**config.mk**
```make
export PLATFORM = sky130hd
export DESIGN_NAME = heph_front
export DESIGN_NICKNAME = d
export VERILOG_FILES = /design/src/rtl/heph_pkg.sv /design/src/rtl/heph_front.sv
export VERILOG_INCLUDE_DIRS = /design/src /design/src/rtl
export SDC_FILE = /design/constraint.sdc
export NUM_CORES = 1
export LEC_CHECK = 0
export ABC_CLOCK_PERIOD_IN_PS = 31400
export BUFFER_PORTS_ARGS = -buffer_cell sky130_fd_sc_hd__clkbuf_2
export CORE_MARGIN = 8
export CORE_UTILIZATION = 43
export CTS_CLUSTER_DIAMETER = 150
export DETAILED_ROUTE_END_ITERATION = 10
export PLACE_DENSITY = 0.66
export SLEW_MARGIN = 20
export SYNTH_ARGS = -nofsm -noshare
export SYNTH_HDL_FRONTEND = slang
export SYNTH_SLANG_ARGS = --single-unit
```
**constraint.sdc**
```tcl
create_clock -name clk -period 31.4 [get_ports clk]
set_input_delay 1.57 -clock clk [delete_from_list [all_inputs] [get_ports clk]]
set_output_delay 1.57 -clock clk [all_outputs]
set_load 0.02 [all_outputs]
```
**src/rtl/hermite_ephemeris_table_assert.svh**
```systemverilog
// ----------------------------------------------------------------------------
// Assertion macros for the ephemeris table
// Shared property forms, clocked on clk and disabled while arst_n is low
// ----------------------------------------------------------------------------
`ifndef HERMITE_EPHEMERIS_TABLE_ASSERT_SVH
`define HERMITE_EPHEMERIS_TABLE_ASSERT_SVH

// same-cycle implication
`define HEPH_ASSERT_IMP(name, cond, prop, msg) \
	name: assert property (@(posedge clk) disable iff (!arst_n) (cond) |-> (prop)) \
		else $error(msg);

// next-cycle implication
`define HEPH_ASSERT_NXT(name, cond, prop, msg) \
	name: assert property (@(posedge clk) disable iff (!arst_n) (cond) |=> (prop)) \
		else $error(msg);

`endif

```
**src/rtl/heph_pkg.sv**
```systemverilog
// ----------------------------------------------------------------------------
// heph_pkg
// Types, codes and helpers shared by the ephemeris table modules
// ----------------------------------------------------------------------------
package heph_pkg;

	localparam int VAL_W    = 48;
	localparam int MAX_COMP = 3;
	localparam int OP_W     = 49;
	localparam int ACC_W    = 128;
	localparam int H_W      = 36;

	typedef logic signed [VAL_W-1:0] val_t;

	typedef enum logic {
		KIND_INSERT = 1'b0,
		KIND_QUERY  = 1'b1
	} kind_t;

	typedef enum logic [1:0] {
		ST_OK    = 2'd0,
		ST_EMPTY = 2'd1,
		ST_RANGE = 2'd2,
		ST_FULL  = 2'd3
	} status_t;

	typedef struct packed {
		kind_t                          kind;
		logic [VAL_W-1:0]               epoch;
		logic [MAX_COMP-1:0][VAL_W-1:0] pos;
		logic [MAX_COMP-1:0][VAL_W-1:0] rate;
	} req_t;

	typedef struct packed {
		status_t                        status;
		logic [MAX_COMP-1:0][VAL_W-1:0] vals;
	} res_t;

	typedef struct packed {
		logic                   start;
		logic                   clr;
		logic                   shl;
		logic signed [OP_W-1:0] a;
		logic signed [OP_W-1:0] b;
	} mac_cmd_t;

	// arithmetic shift right by 32, then saturate to 48 bits
	function automatic logic [VAL_W-1:0] sat48(input logic [ACC_W-1:0] acc);
		logic [ACC_W-33:0] x;
		x = acc[ACC_W-1:32];
		if ((&x[ACC_W-33:VAL_W-1]) || !(|x[ACC_W-33:VAL_W-1]))
			return x[VAL_W-1:0];
		else if (x[ACC_W-33])
			return {1'b1, {(VAL_W-1){1'b0}}};
		else
			return {1'b0, {(VAL_W-1){1'b1}}};
	endfunction

endpackage

```
**src/rtl/heph_front.sv**
```systemverilog
// ----------------------------------------------------------------------------
// heph_front
// Accepts input items, classifies them and holds them in a two-entry queue
// ----------------------------------------------------------------------------
`include "hermite_ephemeris_table_assert.svh"

module heph_front (
	input  logic            clk,
	input  logic            arst_n,
	input  logic            s_tvalid,
	output logic            s_tready,
	input  logic [335:0]    s_tdata,   // epoch, pos_x, pos_y, pos_z, rate_x, rate_y, rate_z
	input  logic [0:0]      s_tuser,   // req_type
	output logic            req_valid,
	output heph_pkg::req_t  req,
	input  logic            req_pop
);
	import heph_pkg::*;

	req_t       fifo_q [2];
	logic       wr_q;
	logic       rd_q;
	logic [1:0] cnt_q;
	req_t       item;
	logic       push;

	// unpack and classify the incoming item
	always_comb begin
		item.kind  = kind_t'(s_tuser[0]);
		item.epoch = s_tdata[VAL_W-1:0];
		for (int c = 0; c < MAX_COMP; c++) begin
			item.pos[c]  = s_tdata[VAL_W*(1+c) +: VAL_W];
			item.rate[c] = s_tdata[VAL_W*(1+MAX_COMP+c) +: VAL_W];
		end
	end

	assign s_tready  = (cnt_q != 2'd2);
	assign push      = s_tvalid && s_tready;
	assign req_valid = (cnt_q != 2'd0);
	assign req       = fifo_q[rd_q];

	// queue payload
	always_ff @(posedge clk) begin
		if (push)
			fifo_q[wr_q] <= item;
	end

	// queue pointers and fill
	always_ff @(posedge clk or negedge arst_n) begin
		if (!arst_n) begin
			wr_q  <= 1'b0;
			rd_q  <= 1'b0;
			cnt_q <= 2'd0;
		end else begin
			if (push)
				wr_q <= ~wr_q;
			if (req_pop)
				rd_q <= ~rd_q;
			if (push && !req_pop)
				cnt_q <= cnt_q + 2'd1;
			else if (req_pop && !push)
				cnt_q <= cnt_q - 2'd1;
		end
	end

	`HEPH_ASSERT_IMP(a_fill_bound, 1'b1, cnt_q <= 2'd2, "queue fill above depth")
	`HEPH_ASSERT_IMP(a_pop_nonempty, req_pop, cnt_q != 2'd0, "pop from empty queue")
	`HEPH_ASSERT_IMP(a_ptr_fill, wr_q != rd_q, cnt_q == 2'd1, "pointers disagree with fill")
	`HEPH_ASSERT_NXT(a_drain, req_pop && !push && cnt_q == 2'd1, cnt_q == 2'd0,
		"queue did not drain")

endmodule

```
=== Yosys cells after proc, flatten, opt, wreduce, memory -nomap -nowiden ===
Memories as Yosys holds them, arrays and structs flattened.
Cells that the tools add are included.

* Bits in registers: 4
* Bits in latches: 0
* Memory bits (writable): 674
* Memory bits (read-only): 0
* Output and inout port bits: 339
* Memories: 1

* Add/sub/neg operators: 2
* $mul: 0
* Div/mod/pow operators: 0
* Order comparisons: 0
* Equal/unequal tests: 1
* Shift operators: 0
* Muxes and demuxes: 4
* Bitwise logic cells: 2
* Reduce and logical (&&, ||, !) cells: 7

{| class="wikitable"
|+ Memories
! name !! depth !! bits a word !! read ports !! clocked after memory_dff !! write ports !! line !! text
|-
| fifo_q || 2 || 337 || 1 || 0 || 1 || heph_front.sv:20 || <nowiki>req_t fifo_q [2];</nowiki>
|}

{| class="wikitable"
|+ Operators with widths
! cell !! count
|-
| 2-to-1 mux 2 bit || 2
|-
| nonzero test 2 bit || 2
|-
| logical AND 1 bit || 3
|-
| adder 2 x 1 -> 2 bit (second input constant) || 1
|-
| zero test 1 bit || 2
|-
| 2-to-1 mux 1 bit || 2
|-
| inequality test 2 bit (second input constant) || 1
|-
| NOT 1 bit || 2
|-
| subtractor 2 x 1 -> 2 bit (second input constant) || 1
|}

=== Longest topological paths before layout ===
* Word-level depth: 6
* Gate-level depth with buffers: 7

=== Least setup slack after synthesis ===
Ideal clock, no wire load.

* Kind: input to register
* From: input port s_tvalid
* To: memory fifo_q[0][0] in the netlist's numbering (enable)
* Data arrival time: 15.613 ns
* Path slack: 14.744 ns
* Stages: 2
* Path buffers: 0
* Cells stage by stage: nand2_1 nor2_1

* Cells in the longest elaborated chain, start to end: 3

{| class="wikitable"
|+ Ends and longest elaborated chain
! element !! line !! text
|-
| start, declared || heph_front.sv:10 || <nowiki>input logic s_tvalid,</nowiki>
|-
| logical AND 1 bit || heph_front.sv:38 || <nowiki>assign push = s_tvalid && s_tready;</nowiki>
|-
| 2-to-1 mux 1 bit || heph_front.sv:44 || <nowiki>if (push)</nowiki>
|-
| 2-to-1 mux 1 bit (not written as such) || heph_front.sv:45 || <nowiki>fifo_q[wr_q] <= item;</nowiki>
|-
| end, declared || heph_front.sv:20 ||
|}

Every way passes these cells.

==> impl_metrics.csv <==
group,metric,value,unit
place,hpwl,46130,µm
route,num_vias,12840,
power,power_density,101.2,nW/µm²
global_route,grt_overflow,0,
global_route,grt_pass1_vias,13650,
power,p_leak,12.96,nW
critical_path,slowest_stage,"dfrtp_4",
sta,finalCriticalPeriod,5710,ps
die,dieWidth,262.2,µm
die,io_pins,680,
synth,syn_nets,1409,
worst_hold_path,holdPathStages,1,
sta,finClkSkew,15.99,ps
place,io_buffers,679,
clock_network,cts_sinks,678,
die,die_area,68760,µm²
route,drt_wl_total,62870,µm
critical_path,critPathKind,"flop to output port",
route,wl_per_cell,23.89,µm
sta,fmax,175.1,MHz
clock_network,cts_tree,"yes",
clock_network,clk_pin_slew,50,ps
synth,ys_ff_latch,678,
clock_network,postCtsResizedCells,0,
synth,synth_top_area_share,77.64,%
place,placed_area,29860,µm²
critical_path,crit_top_cell,"buf_4",
synth,synth_commonest_cells,"674 x edfxtp_1, 301 x mux2_4, 36 x mux2_2",
synth,synth_cell_types,16,
clock_network,clockRootBuffer,"clkbuf_16",
critical_path,critPathRequiredTime,29830,ps
synth,synth_ff_type,"edfxtp_1",
layout,fin_nets,2136,
clock_network,hold_buffers,0,
layout,fin_area,32100,µm²
job,maxCapViolCount,0,
synth,synth-edff-count,674,
route,vias_per_cell,4.878,
route,drc_errors,0,
outcome,status,"completed",
global_route,grt_max_degree,120,
place,place_congestion,0.8011,
synth,ys_seq_area_share,78.02,%
critical_path,crit_chain,"buf_4 -> buf_4 -> mux2_4 -> clkbuf_2",
layout,drive_above_1_share,61.30,%
global_route,grtUsageTotal,17.57,%
worst_hold_path,hold_path.class,"flop to flop",
clock_network,htreeDepth,3,
clock_network,postCtsSetupBuffers,0,
route,dr.pass1.iters,4,
global_route,antenna_found_initial,17,
critical_path,crit_path_end_kind,"output port",
synth,synthCells,1067,
synth,synth_area,26070,µm²
synth,synth.area.top_cells,"edfxtp_1 78%, mux2_4 17%, buf_12 2.5%",
synth,post-synth-top-count-cell,"edfxtp_1",
route,ant_nets,0,
critical_path,rr_worst_depth,6,
sta,period_share,18.19,%
critical_path,path_max_fanout,57,
synth,avgSynthCellArea,24.43,µm²
sta,max_slew_margin,26.59,%
synth,synth-async-reset-ratio,0.5900,%
die,start_util,43.35,%
sta,finalSetupViolCount,0,
clock_network,insertion_delay,590,ps
route,initialDrtViolationCount,813,
critical_path,slowest_delay,1030,ps
sta,finalHoldViolCount,0,
sta,rsz0062_at_grt,"false",
die,core_area,60130,µm²
sta,slew_viol_final,0,
clock_network,cts-buffers-inserted,70,
layout,syn_to_final_growth,23.12,%
synth,synth_top_area_cell,"edfxtp_1",
sta,tns,0,ps
die,rows,90,
power,ir_drop,93.41,µV
global_route,grt_pass1_wl,90600,µm
synth,yosys_warnings,0,
critical_path,cp.arrival,4140,ps
critical_path,cp-start-kind,"flop",
sta,tightest_slew,1101,ps
clock_network,cts_buffer_depth,3,
die,die-height,262.2,µm
==> routing by layer <==
metal | wire [µm] | up-vias | global-route usage (%)
met5 | 119 | - | 0
met4 | 1634 | 18 | 6.103
met3 | 5579 | 118 | 7.175
met2 | 32910 | 490 | 31.36
met1 | 22630 | 6474 | 18.64
li1 | - | 5740 | -
==> layout by cell type, fill, tap and decap left out, types with 2 or more instances in the layout <==
master,Yosys,layout
buf_4,0,11
xor2_1,3,3
edfxtp_1,674,674
clkbuf_1,0,13
clkinv_2,0,15
diode_2,0,5
bufinv_16,0,4
inv_16,0,2
mux2_4,301,301
clkinv_8,0,3
dfrtp_1,4,3
clkbuf_16,0,72
inv_1,2,2
clkbuf_2,0,679
mux2_2,36,36
clkinv_1,0,13
xnor2_1,2,2
==> stage by stage <==
stage / power [mW] / setup WS, ps / util, % / cells / hold WS (ps)
detailed placement: 2.497 / 26260 / 49.66 / 2503 / 478.7
finish: 3.249 / 25690 / 53.38 / 2632 / 493.9
global placement: 2.483 / 26310 / 49.66 / 2503 / 477.0
floorplan: 2.296 / 14740 / - / 1067 / 455.9
global route: 3.378 / 25480 / 53.37 / 2631 / 528.5
CTS: 3.291 / 25590 / 53.30 / 2626 / 493.8
==> layout make-up <==
type / instances / area, µm²
antenna: 5 / 12.51
inverter: 2 / 7.507
tap: 782 / 978.4
timing repair buffer: 693 / 3540
clock buffer: 85 / 1851
fill: 4784 / 28040
multi-input combinational: 349 / 5024
clock inverter: 38 / 341.6
sequential: 678 / 20340
==> cell families (layout without fill, tap and decap cells) <==
family        Yosys count  in the layout  synth area share, %
other cells             0              5                    0
mux                   337            337                18.89
fa+ha+maj               1              1              0.04799
buf+inv                40            818                2.755
flops                 678            678                78.02
simple gates            6              6               0.1152
xor+xnor                5              5               0.1680
==> state kept, by name (all words and copies together), names as in the netlist <==
name	cells
cnt_q	2
rd_q	1
wr_q	1
fifo_q	674
==> path summary, 6_finish.rpt <==
path	startpoint	endpoint	slack (ps)
max	rd_q	req[212]	25690
min	cnt_q[1]	cnt_q[1]	490
max reg2reg	cnt_q[0]	fifo_q[0][261]	27320
min reg2reg	cnt_q[1]	cnt_q[1]	490
max in group asynchronous	arst_n	rd_q	30470
min in group asynchronous	arst_n	wr_q	780
==> worst max-delay path: cells and delay by family (launching register included) <==
kind,cells,cell delay [ps]
mux,1,360
buf+inv,3,2010
flops,1,1030
==> report_power, final <==
group / switching (mW) / internal (mW)
clock network: 0.331 / 0.456
registers: 0.0644 / 1.24
logic: 0.681 / 0.478
total: 1.08 / 2.17
Note: power is estimated with default switching activity, not from simulation.
